$ cat config.mk
export PLATFORM = sky130hd
export DESIGN_NAME = oversampled_uart_8n1_unit
export DESIGN_NICKNAME = d
export VERILOG_FILES = /design/src/rtl/ouart_pkg.sv /design/src/rtl/oversampled_uart_8n1_unit.sv
export SDC_FILE = /design/constraint.sdc
export NUM_CORES = 1
export LEC_CHECK = 0
export ABC_AREA = 1
export ABC_CLOCK_PERIOD_IN_PS = 7600
export CAP_MARGIN = 20
export CORE_ASPECT_RATIO = 1.5
export CORE_MARGIN = 2
export CORE_UTILIZATION = 55
export CTS_CLUSTER_DIAMETER = 30
export DETAILED_ROUTE_END_ITERATION = 8
export DONT_BUFFER_PORTS = 1
export PLACE_DENSITY_LB_ADDON = 0.3
export SLEW_MARGIN = 10
export SYNTH_ARGS = -nofsm -noshare
export SYNTH_HDL_FRONTEND = slang
export SYNTH_SLANG_ARGS = --single-unit
$ cat constraint.sdc
create_clock -name clk -period 7.6 [get_ports clk]
set_input_delay 1.14 -clock clk [delete_from_list [all_inputs] [get_ports clk]]
set_output_delay 1.14 -clock clk [all_outputs]
set_load 0.01 [all_outputs]
$ cat src/rtl/ouart_pkg.sv
`timescale 1ns / 1ps

package ouart_pkg;

    localparam int OVERSAMPLE_DEF = 5;
    localparam int RX_DEPTH_DEF   = 16;
    localparam int TX_DEPTH_DEF   = 16;

    localparam int START_DELAY    = 2;

    localparam logic [3:0] RX_STOP_BIT = 4'd9;
    localparam logic [3:0] TX_STOP_BIT = 4'd9;
    localparam logic [3:0] TX_GAP_BIT  = 4'd10;

    localparam int IN_DATA_W  = 16;
    localparam int OUT_DATA_W = 16;
    localparam int APB_ADDR_W = 3;
    localparam int APB_DATA_W = 32;

    localparam logic REG_RX_ENABLE = 1'b0;

    typedef struct packed {
        logic [4:0] pad;
        logic       rx_pop;
        logic [7:0] tx_byte;
        logic       tx_valid;
        logic       rx_level;
    } tick_word_t;

    typedef struct packed {
        logic       pad;
        logic [3:0] rx_count;
        logic [7:0] rx_head_byte;
        logic       tx_ready;
        logic       tx_busy;
        logic       tx_level;
    } status_word_t;

endpackage

$ cat src/rtl/oversampled_uart_8n1_unit.sv
`timescale 1ns / 1ps

// Each accepted tick word's status word is computed combinationally and registered in the output register.
// Throughput: one tick word per cycle; a new word is taken whenever the output register
// is empty or is being drained in the same cycle.
// Reset (rst_n low, asynchronous): counters, fill levels and flags clear, the transmit
// line goes idle high and receive is disabled. FIFO contents are not cleared.
module oversampled_uart_8n1_unit
    import ouart_pkg::*;
#(
    parameter int OVERSAMPLE = OVERSAMPLE_DEF,
    parameter int RX_DEPTH   = RX_DEPTH_DEF,
    parameter int TX_DEPTH   = TX_DEPTH_DEF
)
(
    input  logic                  clk,
    input  logic                  rst_n,

    input  logic                  s_tvalid,
    output logic                  s_tready,
    // Fields from bit 0: rx_level, tx_valid, tx_byte[7:0], rx_pop, zero padding.
    input  logic [IN_DATA_W-1:0]  s_tdata,

    output logic                  m_tvalid,
    input  logic                  m_tready,
    // Fields from bit 0: tx_level, tx_busy, tx_ready, rx_head_byte[7:0], rx_count[3:0],
    // zero padding.
    output logic [OUT_DATA_W-1:0] m_tdata,

    input  logic                  psel,
    input  logic                  penable,
    input  logic                  pwrite,
    input  logic [APB_ADDR_W-1:0] paddr,
    input  logic [APB_DATA_W-1:0] pwdata,
    output logic [APB_DATA_W-1:0] prdata,
    output logic                  pready
);

    localparam int PW  = (OVERSAMPLE > 1) ? $clog2(OVERSAMPLE) : 1;
    localparam int RFW = (RX_DEPTH > 1) ? $clog2(RX_DEPTH) : 1;
    localparam int TFW = $clog2(TX_DEPTH + 1);

    logic              rx_enable_reg;
    logic [PW-1:0]     tick_phase_reg,      tick_phase_next;
    logic              rx_locked_reg,       rx_locked_next;
    logic [PW-1:0]     rx_sample_phase_reg, rx_sample_phase_next;
    logic [3:0]        rx_bit_count_reg,    rx_bit_count_next;
    logic [7:0]        rx_shift_reg,        rx_shift_next;
    logic [RFW-1:0]    rx_fill_reg,         rx_fill_next;
    logic [TFW-1:0]    tx_fill_reg,         tx_fill_next;
    logic [3:0]        tx_bit_count_reg,    tx_bit_count_next;
    logic              tx_active_reg,       tx_active_next;
    logic              tx_line_reg,         tx_line_next;
    logic [7:0]        rx_store_reg [RX_DEPTH];
    logic [7:0]        rx_store_next [RX_DEPTH];
    logic [7:0]        tx_store_reg [TX_DEPTH];
    logic [7:0]        tx_store_next [TX_DEPTH];

    logic              m_tvalid_reg;
    status_word_t      m_word_reg, m_word_next;

    tick_word_t        in_word;
    logic              accept;
    logic              cfg_write;

    logic              pop_ok;
    logic              push_ok;
    logic [RFW-1:0]    rx_fill_pop;
    logic [TFW-1:0]    tx_fill_push;
    logic              rx_write;
    logic              tx_shift;
    logic [PW:0]       phase_sum;
    logic [3:0]        rx_cnt_m1;
    logic [3:0]        tx_cnt_m1;
    logic [7:0]        tx_head;
    logic [7:0]        rx_mid [RX_DEPTH];
    logic [7:0]        tx_mid [TX_DEPTH];
    logic [RFW+3:0]    rx_fill_ext;

    assign in_word   = tick_word_t'(s_tdata);
    assign s_tready  = !m_tvalid_reg || m_tready;
    assign accept    = s_tvalid && s_tready;
    assign m_tvalid  = m_tvalid_reg;
    assign m_tdata   = OUT_DATA_W'(m_word_reg);

    assign pready    = 1'b1;
    assign cfg_write = psel && penable && pwrite;
    assign prdata    = (paddr[2] == REG_RX_ENABLE) ? {{(APB_DATA_W-1){1'b0}}, rx_enable_reg}
                                                   : '0;

    always_comb
    begin
        pop_ok       = in_word.rx_pop && (rx_fill_reg != '0);
        rx_fill_pop  = rx_fill_reg - RFW'(pop_ok);
        push_ok      = in_word.tx_valid && (tx_fill_reg < TFW'(TX_DEPTH));
        tx_fill_push = tx_fill_reg + TFW'(push_ok);

        tx_active_next    = tx_active_reg;
        tx_bit_count_next = tx_bit_count_reg;
        if (push_ok && !tx_active_reg)
        begin
            tx_active_next    = 1'b1;
            tx_bit_count_next = 4'd0;
        end

        rx_locked_next       = rx_locked_reg;
        rx_sample_phase_next = rx_sample_phase_reg;
        phase_sum            = {1'b0, tick_phase_reg} + (PW+1)'(START_DELAY);
        if (phase_sum >= (PW+1)'(OVERSAMPLE))
        begin
            phase_sum = phase_sum - (PW+1)'(OVERSAMPLE);
        end
        if (rx_enable_reg && (rx_bit_count_reg == 4'd0) && !rx_locked_reg && !in_word.rx_level)
        begin
            rx_sample_phase_next = phase_sum[PW-1:0];
            rx_locked_next       = 1'b1;
        end

        rx_bit_count_next = rx_bit_count_reg;
        rx_shift_next     = rx_shift_reg;
        rx_write          = 1'b0;
        rx_cnt_m1         = rx_bit_count_reg - 4'd1;
        if (rx_enable_reg && (rx_sample_phase_next == tick_phase_reg))
        begin
            if (rx_bit_count_reg == 4'd0)
            begin
                if (!in_word.rx_level)
                begin
                    rx_shift_next     = 8'd0;
                    rx_bit_count_next = 4'd1;
                end
            end
            else if (rx_bit_count_reg < RX_STOP_BIT)
            begin
                rx_shift_next[rx_cnt_m1[2:0]] = rx_shift_reg[rx_cnt_m1[2:0]] | in_word.rx_level;
                rx_bit_count_next = rx_bit_count_reg + 4'd1;
            end
            else
            begin
                rx_bit_count_next = 4'd0;
                rx_locked_next    = 1'b0;
                rx_write = in_word.rx_level && (rx_fill_pop < RFW'(RX_DEPTH - 1));
            end
        end
        rx_fill_next = rx_fill_pop + RFW'(rx_write);

        for (int i = 0; i < RX_DEPTH - 1; i++)
        begin
            rx_mid[i] = pop_ok ? rx_store_reg[i+1] : rx_store_reg[i];
        end
        rx_mid[RX_DEPTH-1] = rx_store_reg[RX_DEPTH-1];
        for (int i = 0; i < RX_DEPTH; i++)
        begin
            rx_store_next[i] = (rx_write && (rx_fill_pop == RFW'(i))) ? rx_shift_reg : rx_mid[i];
        end

        for (int i = 0; i < TX_DEPTH; i++)
        begin
            tx_mid[i] = (push_ok && (tx_fill_reg == TFW'(i))) ? in_word.tx_byte
                                                              : tx_store_reg[i];
        end
        tx_head      = tx_mid[0];
        tx_line_next = tx_line_reg;
        tx_fill_next = tx_fill_push;
        tx_shift     = 1'b0;
        tx_cnt_m1    = tx_bit_count_next - 4'd1;
        if ((tick_phase_reg == '0) && tx_active_next)
        begin
            if (tx_bit_count_next == 4'd0)
            begin
                tx_line_next      = 1'b0;
                tx_bit_count_next = 4'd1;
            end
            else if (tx_bit_count_next < TX_STOP_BIT)
            begin
                tx_line_next      = tx_head[tx_cnt_m1[2:0]];
                tx_bit_count_next = tx_bit_count_next + 4'd1;
            end
            else if (tx_bit_count_next == TX_STOP_BIT)
            begin
                tx_line_next      = 1'b1;
                tx_bit_count_next = TX_GAP_BIT;
            end
            else
            begin
                tx_bit_count_next = 4'd0;
                tx_shift          = (tx_fill_push != '0);
                tx_fill_next      = tx_fill_push - TFW'(tx_shift);
                tx_active_next    = (tx_fill_next != '0);
            end
        end

        for (int i = 0; i < TX_DEPTH - 1; i++)
        begin
            tx_store_next[i] = tx_shift ? tx_mid[i+1] : tx_mid[i];
        end
        tx_store_next[TX_DEPTH-1] = tx_mid[TX_DEPTH-1];

        if (tick_phase_reg == PW'(OVERSAMPLE - 1))
        begin
            tick_phase_next = '0;
        end
        else
        begin
            tick_phase_next = tick_phase_reg + PW'(1);
        end

        rx_fill_ext               = {4'd0, rx_fill_next};
        m_word_next.pad           = 1'b0;
        m_word_next.rx_count      = rx_fill_ext[3:0];
        m_word_next.rx_head_byte  = (rx_fill_next != '0) ? rx_store_next[0] : 8'd0;
        m_word_next.tx_ready      = (tx_fill_next < TFW'(TX_DEPTH));
        m_word_next.tx_busy       = tx_active_next || (tx_fill_next != '0);
        m_word_next.tx_level      = tx_line_next;
    end

    always_ff @(posedge clk or negedge rst_n)
    begin
        if (!rst_n)
        begin
            rx_enable_reg       <= 1'b0;
            tick_phase_reg      <= '0;
            rx_locked_reg       <= 1'b0;
            rx_sample_phase_reg <= '0;
            rx_bit_count_reg    <= 4'd0;
            rx_shift_reg        <= 8'd0;
            rx_fill_reg         <= '0;
            tx_fill_reg         <= '0;
            tx_bit_count_reg    <= 4'd0;
            tx_active_reg       <= 1'b0;
            tx_line_reg         <= 1'b1;
            m_tvalid_reg        <= 1'b0;
        end
        else
        begin
            if (cfg_write && (paddr[2] == REG_RX_ENABLE))
            begin
                rx_enable_reg <= pwdata[0];
            end
            if (accept)
            begin
                tick_phase_reg      <= tick_phase_next;
                rx_locked_reg       <= rx_locked_next;
                rx_sample_phase_reg <= rx_sample_phase_next;
                rx_bit_count_reg    <= rx_bit_count_next;
                rx_shift_reg        <= rx_shift_next;
                rx_fill_reg         <= rx_fill_next;
                tx_fill_reg         <= tx_fill_next;
                tx_bit_count_reg    <= tx_bit_count_next;
                tx_active_reg       <= tx_active_next;
                tx_line_reg         <= tx_line_next;
                m_tvalid_reg        <= 1'b1;
            end
            else if (m_tready)
            begin
                m_tvalid_reg <= 1'b0;
            end
        end
    end

    always_ff @(posedge clk)
    begin
        if (accept)
        begin
            m_word_reg <= m_word_next;
            for (int i = 0; i < RX_DEPTH; i++)
            begin
                rx_store_reg[i] <= rx_store_next[i];
            end
            for (int i = 0; i < TX_DEPTH; i++)
            begin
                tx_store_reg[i] <= tx_store_next[i];
            end
        end
    end

endmodule

=== Word-level counts from Yosys, hierarchy flattened ===
Memory sizes are Yosys's and may differ from the RTL's.
Cells that the tools add are included.

* Add/subtract/negate cells: 11
* Order comparisons: 9
* Equality and inequality tests: 34
* Multiplexer cells: 112
* Bitwise operators: 2
* Reductions and logical operators: 66

{| class="wikitable"
|+ Operator list
! operator !! number
|-
| 2-to-1 mux 8 bit || 65
|-
| logical AND 1 bit || 46
|-
| == test 5 x 4 -> 1 bit, second input constant || 8
|-
| == test 4 bit, second input constant || 9
|-
| 2-to-1 mux 4 bit || 8
|-
| 2-to-1 mux 1 bit || 28
|-
| == test 5 x 3 -> 1 bit, second input constant || 4
|-
| 2-to-1 mux 5 bit || 4
|-
| == test 4 x 3 -> 1 bit, second input constant || 4
|-
| nonzero test 5 bit || 3
|-
| zero test 4 bit || 3
|-
| less-than comparator 4 bit, second input constant || 3
|-
| == test 5 x 2 -> 1 bit, second input constant || 2
|-
| less-than comparator 5 bit, second input constant || 2
|-
| 2-to-1 mux 3 bit || 3
|-
| adder 4 x 1 -> 4 bit, second input constant || 2
|-
| bitwise mux 8 bit || 1
|-
| == test 4 x 2 -> 1 bit, second input constant || 2
|-
| less-than comparator 3 x 4 -> 1 bit, second input constant || 2
|-
| nonzero test 4 bit || 2
|-
| binary-select mux 1 bit (select 3 bit) || 2
|-
| subtractor 3 x 1 -> 3 bit, second input constant || 2
|-
| adder 5 x 1 -> 5 bit || 1
|-
| == test 5 x 1 -> 1 bit, second input constant || 1
|-
| 22 further kinds || 27
|}

* Bits in registers: 51
* Memory bits (writable): 256
* Input port bits: 58
* Output and inout bits: 51
* Logic and storage cells: 253
* Memories kept: 2

{| class="wikitable"
|+ Memory list
! name !! depth !! width !! read ports !! clocked after memory_dff !! wr ports !! line !! text
|-
| rx_store_reg || 16 || 8 || 16 || 0 || 16 || oversampled_uart_8n1_unit.sv:54 || <nowiki>logic [7:0] rx_store_reg [RX_DEPTH];</nowiki>
|-
| tx_store_reg || 16 || 8 || 16 || 0 || 16 || oversampled_uart_8n1_unit.sv:56 || <nowiki>logic [7:0] tx_store_reg [TX_DEPTH];</nowiki>
|}

=== Logic depth before layout (Yosys ltp) ===
Gate-level depths: netlist of the first run.

* Word-level depth: 11
* Gate-level depth with buffers: 20
* Mapped depth without buffers: 20

=== Worst setup path after synthesis of the first run ===
OpenSTA, ideal clock, no wires.

* Kind: input -> register
* Start point: input m_tready
* End point: register rx_fill_reg[0]
* Library setup time: 0.359 ns
* Arrival time: 5.976 ns
* Required time: 7.241 ns
* Slack: 1.265 ns
* Stages: 6
* Path buffers: 1
* Cell sequence: inv_1 > nand2_1 > nand2_1 > clkinv_1 > clkbuf_1 > o21ai_0

* Cells in the longest elaborated chain, start to end: 2

{| class="wikitable"
|+ RTL lines
! what !! line !! text
|-
| start: declaration || oversampled_uart_8n1_unit.sv:25 || <nowiki>input logic m_tready,</nowiki>
|-
| logical OR 1 bit || oversampled_uart_8n1_unit.sv:81 || <nowiki>assign s_tready = !m_tvalid_reg || m_tready;</nowiki>
|-
| net s_tready || oversampled_uart_8n1_unit.sv:20 || <nowiki>output logic s_tready,</nowiki>
|-
| logical AND 1 bit || oversampled_uart_8n1_unit.sv:82 || <nowiki>assign accept = s_tvalid && s_tready;</nowiki>
|-
| net accept || oversampled_uart_8n1_unit.sv:63 || <nowiki>logic accept;</nowiki>
|-
| end signal: assignment || oversampled_uart_8n1_unit.sv:247 || <nowiki>rx_fill_reg <= rx_fill_next;</nowiki>
|-
| end: declaration || oversampled_uart_8n1_unit.sv:49 || <nowiki>logic [RFW-1:0] rx_fill_reg, rx_fill_next;</nowiki>
|}

The timed path passes the listed nets, and every way through them passes these cells.
A chain may end at the register's enable or synchronous reset.

==> flow_summary.yaml, run 1 <==
synthesis:
  synth_cell_types: 42
  synth_top_area_cell: "edfxtp_1"
  syn_area_per_cell_um2: 9.15
  yosysSeqAreaShare: 0.570
  async_reset_ff_frac: 0.117
  synth_area_um2: 15800
  synthAdderAreaFrac: 0.0155
  synth_commonest_cells: "nand2_1 (553), o21ai_0 (283), edfxtp_1 (271)"
  synth_top_family_by_area: "simple AND/OR/NAND/NOR gates"
  synth_mux_area_frac: 0
  synth-main-ff-cell: "edfxtp_1"
  synth.most_common_cell: "nand2_1"
  synth_compound_area_frac: 0.132
  yosys_warnings: 0
  synth_area_leaders: "edfxtp_1 (51%), nand2_1 (13%), o21ai_0 (8.9%)"
  synthCells: 1731
  synthXorXnorAreaFrac: 0.00608
  synth_simple_gate_area_share: 0.202
  synth_edf_count: 271
  ys_ff_latch: 307
  synth_top_area_share: 0.514
grt:
  grt_overflow: 0
  use_met1: 0.258
  gr-max-usage-layer: "met2"
  grtUsageMet2: 0.442
  grt_pass1_vias: 11300
  track_usage: 0.234
  grt_antenna_before_repair: 0
  grt_first_pass_wirelength_um: 56000
  grt_max_degree: 105
  grt_use_met3: 0.0348
die:
  num_io_pins: 109
  die-area_um2: 30200
  initial_utilization: 0.555
  die_h_um: 212
  core_um2: 28500
  die_x_um: 143
  fp-row-count: 76
power_and_ir_drop:
  irDropWorstVdd_mv: 0.299
  power.leakage_nw: 7.14
  power.total_mw: 6.68
  power.density_nw_per_um2: 383
setup_path:
  r2r_cells: 13
  rrSetupSlack_ns: 3.08
  required_ns: 7.78
  path_class: "register to register"
  critPathMaxFanout: 23
  startpoint_type: "register"
  cp-end-kind: "register"
  r2r-start: "rx_fill_reg[2]"
  cp.arrival_ns: 4.70
  critPathLaunch: "rx_fill_reg[2]"
timing:
  maxSlewHeadroom: 0.314
  period_needed_ns: 4.52
  finalClockSkew_ns: 0.0261
  setup_viol: 0
  fmaxAchievable_ghz: 0.221
  worst-slew-pin-transition_ns: 1.02
  hold_viol: 0
  setup_tns_ns: 0
  slew_violations: 0
  min_period_over_period: 0.595
  rsz0062_at_grt: "no"
cells_and_area:
  final_cell_area_um2: 17500
  syn2layout_area_growth_pct: 10.2
  diodes: 0
  final_layout_size_suffix_gt1_frac: 0.0815
  nets: 1783
clock_network:
  cts_tree: "yes"
  insertion_delay_ns: 0.56
  ctsHtreeMaxLevel: 2
  post_cts_buffers: 0
  clk_pin_slew_ns: 0.06
  cts_made_buffers: 50
  clockBufferDepth: 3
  cts_resized: 0
  clk_root_buffer_cell: "clkbuf_16"
  postCtsHoldBufs: 0
  cts.sinks: 307
placement:
  placed_cell_area_um2: 15800
  dpl.hpwl_um: 22400
  io_buffers: 0
  gp_congestion: 0.861
detailed_routing:
  drt_wl_total_um: 34800
  wl_per_cell_um: 16.6
  ant_nets: 0
  drc: 0
  drt_iter0_markers: 762
  vias: 11500
  viasPerCell: 5.49
  drtPass1Iterations: 5
run:
  drv_cap: 0
status:
  outcome: "complete, no violations"
hold_path:
  hold_class: "input pin to asynchronous set/reset pin"
-- critical path, cell delays in order, from the launching register on --
cell	delay [ns]
dfrtp_1	0.42
nor2_1	0.20
nand3_1	0.08
and2_1	0.27
ha_1	0.28
ha_1	0.20
or2_1	0.21
nand2_1	0.14
inv_1	0.10
nand2_1	0.14
nor2_1	0.11
nor2_4	0.77
nand3_2	0.45
a21oi_1	0.75
-- final cells by class --
cell class,instances,area (um^2)
Tap cell,351,439
Sequential cell,307,9040
Clock inverter,37,425
Fill cell,2355,11100
Multi-Input combinational cell,1221,5800
Clock buffer,51,1260
Timing Repair Buffer,5,37.5
Inverter,121,459
-- report_power, final --
group	internal (mW)	switching, mW	leakage, nW
Clock	1.41	0.850	0.829
Combinational	0.556	1.37	3.29
Sequential	2.32	0.178	3.02
Total	4.29	2.40	7.14
-- metrics by stage --
step	hold WS [ns]	std cells	setup slack (ns)	util
floorplan	0.446	1770	1.26	-
global placement	0.454	2005	2.73	0.553
detailed placement	0.469	2005	2.66	0.553
CTS	0.257	2093	3.11	0.612
global route	0.252	2093	2.70	0.612
finish	0.282	2093	3.08	0.612
-- cells by family after synthesis --
group	count (synthesis)
compound gates	411
fa+ha+maj	19
xor+xnor	11
simple gates	739
flops	307
buf+inv	242
other cells	2
-- placed cells by master (no fill, tap or decap), drive strengths merged, types with 31 or more instances in the layout --
master  instances
clkbuf         51
inv           134
o21ai         373
nand3          71
conb           41
dfrtp          35
nor2           69
nand2         561
edfxtp        271
a21oi          31
-- layer usage --
| layer | wire (um) | part of all wire |
|---|---|---|
| met1 | 13200 | 0.38 |
| met2 | 18800 | 0.54 |
| met3 | 1360 | 0.039 |
| met4 | 1390 | 0.040 |
| met5 | 0 | 0 |
-- path summary, 6_finish.rpt --
check / to
setup reg to reg: rx_store_reg[0][20]
min in group clk: tx_line_reg
hold reg to reg: tx_line_reg
max in group asynchronous: tx_line_reg
hold / removal: tx_active_reg
setup / recovery: rx_store_reg[0][20]
Note: power is estimated with default switching activity, not from simulation.
==> run 2, diff against run 1 <==
--- a/config.mk
+++ b/config.mk
@@ -6,7 +6,7 @@
 export NUM_CORES = 1
 export LEC_CHECK = 0
 export ABC_AREA = 1
-export ABC_CLOCK_PERIOD_IN_PS = 7600
+export ABC_CLOCK_PERIOD_IN_PS = 4750
 export CAP_MARGIN = 20
 export CORE_ASPECT_RATIO = 1.5
 export CORE_MARGIN = 2
==> constraint.sdc (replaced) <==
create_clock -name clk -period 4.75 [get_ports clk]
set_input_delay 0.7125 -clock clk [delete_from_list [all_inputs] [get_ports clk]]
set_output_delay 0.7125 -clock clk [all_outputs]
set_load 0.01 [all_outputs]
==> flow_summary.yaml, run 2 (synthesized netlist as in run 1, its figures left out) <==
die:
  num_io_pins: 109
  fp-row-count: 76
  core_um2: 28500
  initial_utilization: 0.555
  die_h_um: 212
  die-area_um2: 30200
  die_x_um: 143
timing:
  hold_viol: 0
  whs_ns: 0.326
  slew_violations: 0
  maxSlewHeadroom: 0.223
  setup_viol: 0
  finalClockSkew_ns: 0.0238
  min_period_over_period: 0.846
  setup_tns_ns: 0
  fmaxAchievable_ghz: 0.249
  worst-slew-pin-transition_ns: 1.16
  rsz0062_at_grt: "no"
  period_needed_ns: 4.02
  setup_ws_ns: 0.730
setup_path:
  required_ns: 4.92
  reg2reg_to: "rx_store_reg[0][19]"
  path_class: "register to register"
  r2r_cells: 13
  rrSetupSlack_ns: 0.73
  critPathMaxFanout: 17
  r2r-start: "rx_fill_reg[2]"
  cp-end-kind: "register"
  startpoint_type: "register"
  cp.arrival_ns: 4.20
cells_and_area:
  syn2layout_area_growth_pct: 11.5
  mostFrequentLayoutCell: "nand2_1"
  final_cell_mix: "nand2_1 (552), o21ai_0 (283), edfxtp_1 (271)"
  diodes: 0
  final_layout_size_suffix_gt1_frac: 0.0848
  final_cell_area_um2: 17700
  nets: 1792
power_and_ir_drop:
  p_seq_frac: 0.366
  power.total_mw: 10.9
  combPwrFrac: 0.287
  clkPwrFrac: 0.347
  p_sw_frac: 0.355
  switching_power_mw: 3.87
  irDropWorstVdd_mv: 0.413
  power.leakage_nw: 7.23
  internal_power_mw: 7.04
  power.density_nw_per_um2: 618
clock_network:
  cts_tree: "yes"
  clockBufferDepth: 3
  clk_pin_slew_ns: 0.06
  insertion_delay_ns: 0.57
  cts.sinks: 307
  clk_root_buffer_cell: "clkbuf_16"
  post_cts_buffers: 0
  ctsHtreeMaxLevel: 2
  cts_made_buffers: 51
grt:
  grt_antenna_before_repair: 0
  grt_max_degree: 117
  grt_first_pass_wirelength_um: 55500
  grt_overflow: 0
  track_usage: 0.233
  grt_pass1_vias: 11300
detailed_routing:
  wl_per_cell_um: 16.6
  drt_iter0_markers: 888
  ant_nets: 0
  drt_wl_total_um: 35100
  drc: 0
  vias: 11700
  drtPass1Iterations: 5
  viasPerCell: 5.55
hold_path:
  hold_depth: 2
  worstHoldEndpoint: "rx_enable_reg"
  hold_class: "input pin to register"
  hp-start: "pwdata[0]"
placement:
  placed_cell_area_um2: 15900
  dpl.hpwl_um: 22700
  gp_congestion: 0.915
  io_buffers: 0
  dp_slack_ns: 0.726
run:
  drv_cap: 0
status:
  outcome: "complete, no violations"
[run 2: area by class of cell]
cell class              count  area, um^2
clock buffers              58        1310
repair buffers             13         150
well taps                 351         439
clock inverters            37         470
fillers                  2358       10900
multi-input cells        1221        5800
flip-flops and latches    307        9040
inverters                 121         459
[run 2: power groups by stage]
| stage | sequential [mW] | clock, mW | combinational (mW) |
|---|---|---|---|
| after floorplan | 3.94 | 0 | 2.49 |
| after CTS | 3.99 | 3.84 | 3.12 |
| final | 3.99 | 3.79 | 3.13 |
| after global routing | 4.05 | 3.96 | 3.55 |
| after global placement | 4.02 | 0 | 3.00 |
| after detailed placement | 4.04 | 0 | 3.09 |
[run 2: worst max path at each step]
stage | startpoint | to
after global routing | rx_fill_reg[2] | rx_store_reg[0][19]
after floorplan | s_tdata[10] | m_tdata[10]
final | rx_fill_reg[2] | rx_store_reg[0][19]
after global placement | s_tdata[10] | rx_store_reg[0][21]
after CTS | rx_fill_reg[2] | rx_store_reg[0][19]
after detailed placement | s_tdata[10] | rx_store_reg[0][17]
[run 2: critical path, cell delays in order (launching register included)]
cell and delay (ns):
dfrtp_1 0.40, nor2_1 0.19, nand3_1 0.09, and2_1 0.27, ha_1 0.28, ha_1 0.20
or2_1 0.21, nand2_1 0.15, inv_1 0.09, nand2_1 0.13, nor2_1 0.09, nor2_4 0.47
nand3_2 0.37, a21oi_1 0.69
[run 2: metrics by stage]
| step | utilization | instances |
|---|---|---|
| 6_report | 0.619 | 2108 |
| 2_1_floorplan | - | 1770 |
| 4_1_cts | 0.619 | 2108 |
| 3_3_place_gp | 0.556 | 2011 |
| 5_1_grt | 0.619 | 2108 |
| 3_5_place_dp | 0.556 | 2011 |
[run 2: metal layers]
metal / global-route usage / up-vias / routed length (um)
met5: 0 / - / 0
met4: 0.119 / 0 / 1600
met3: 0.0391 / 107 / 1630
met2: 0.436 / 326 / 18900
met1: 0.247 / 5467 / 12900
li1: - / 5795 / -
[run 2: what timing repair did]
action / CTS / global route
gates resized for setup: 0 / 0
hold buffers: 2 / 0
endpoints found under the hold margin: 36 / 0
endpoints found under the setup margin: 0 / 0
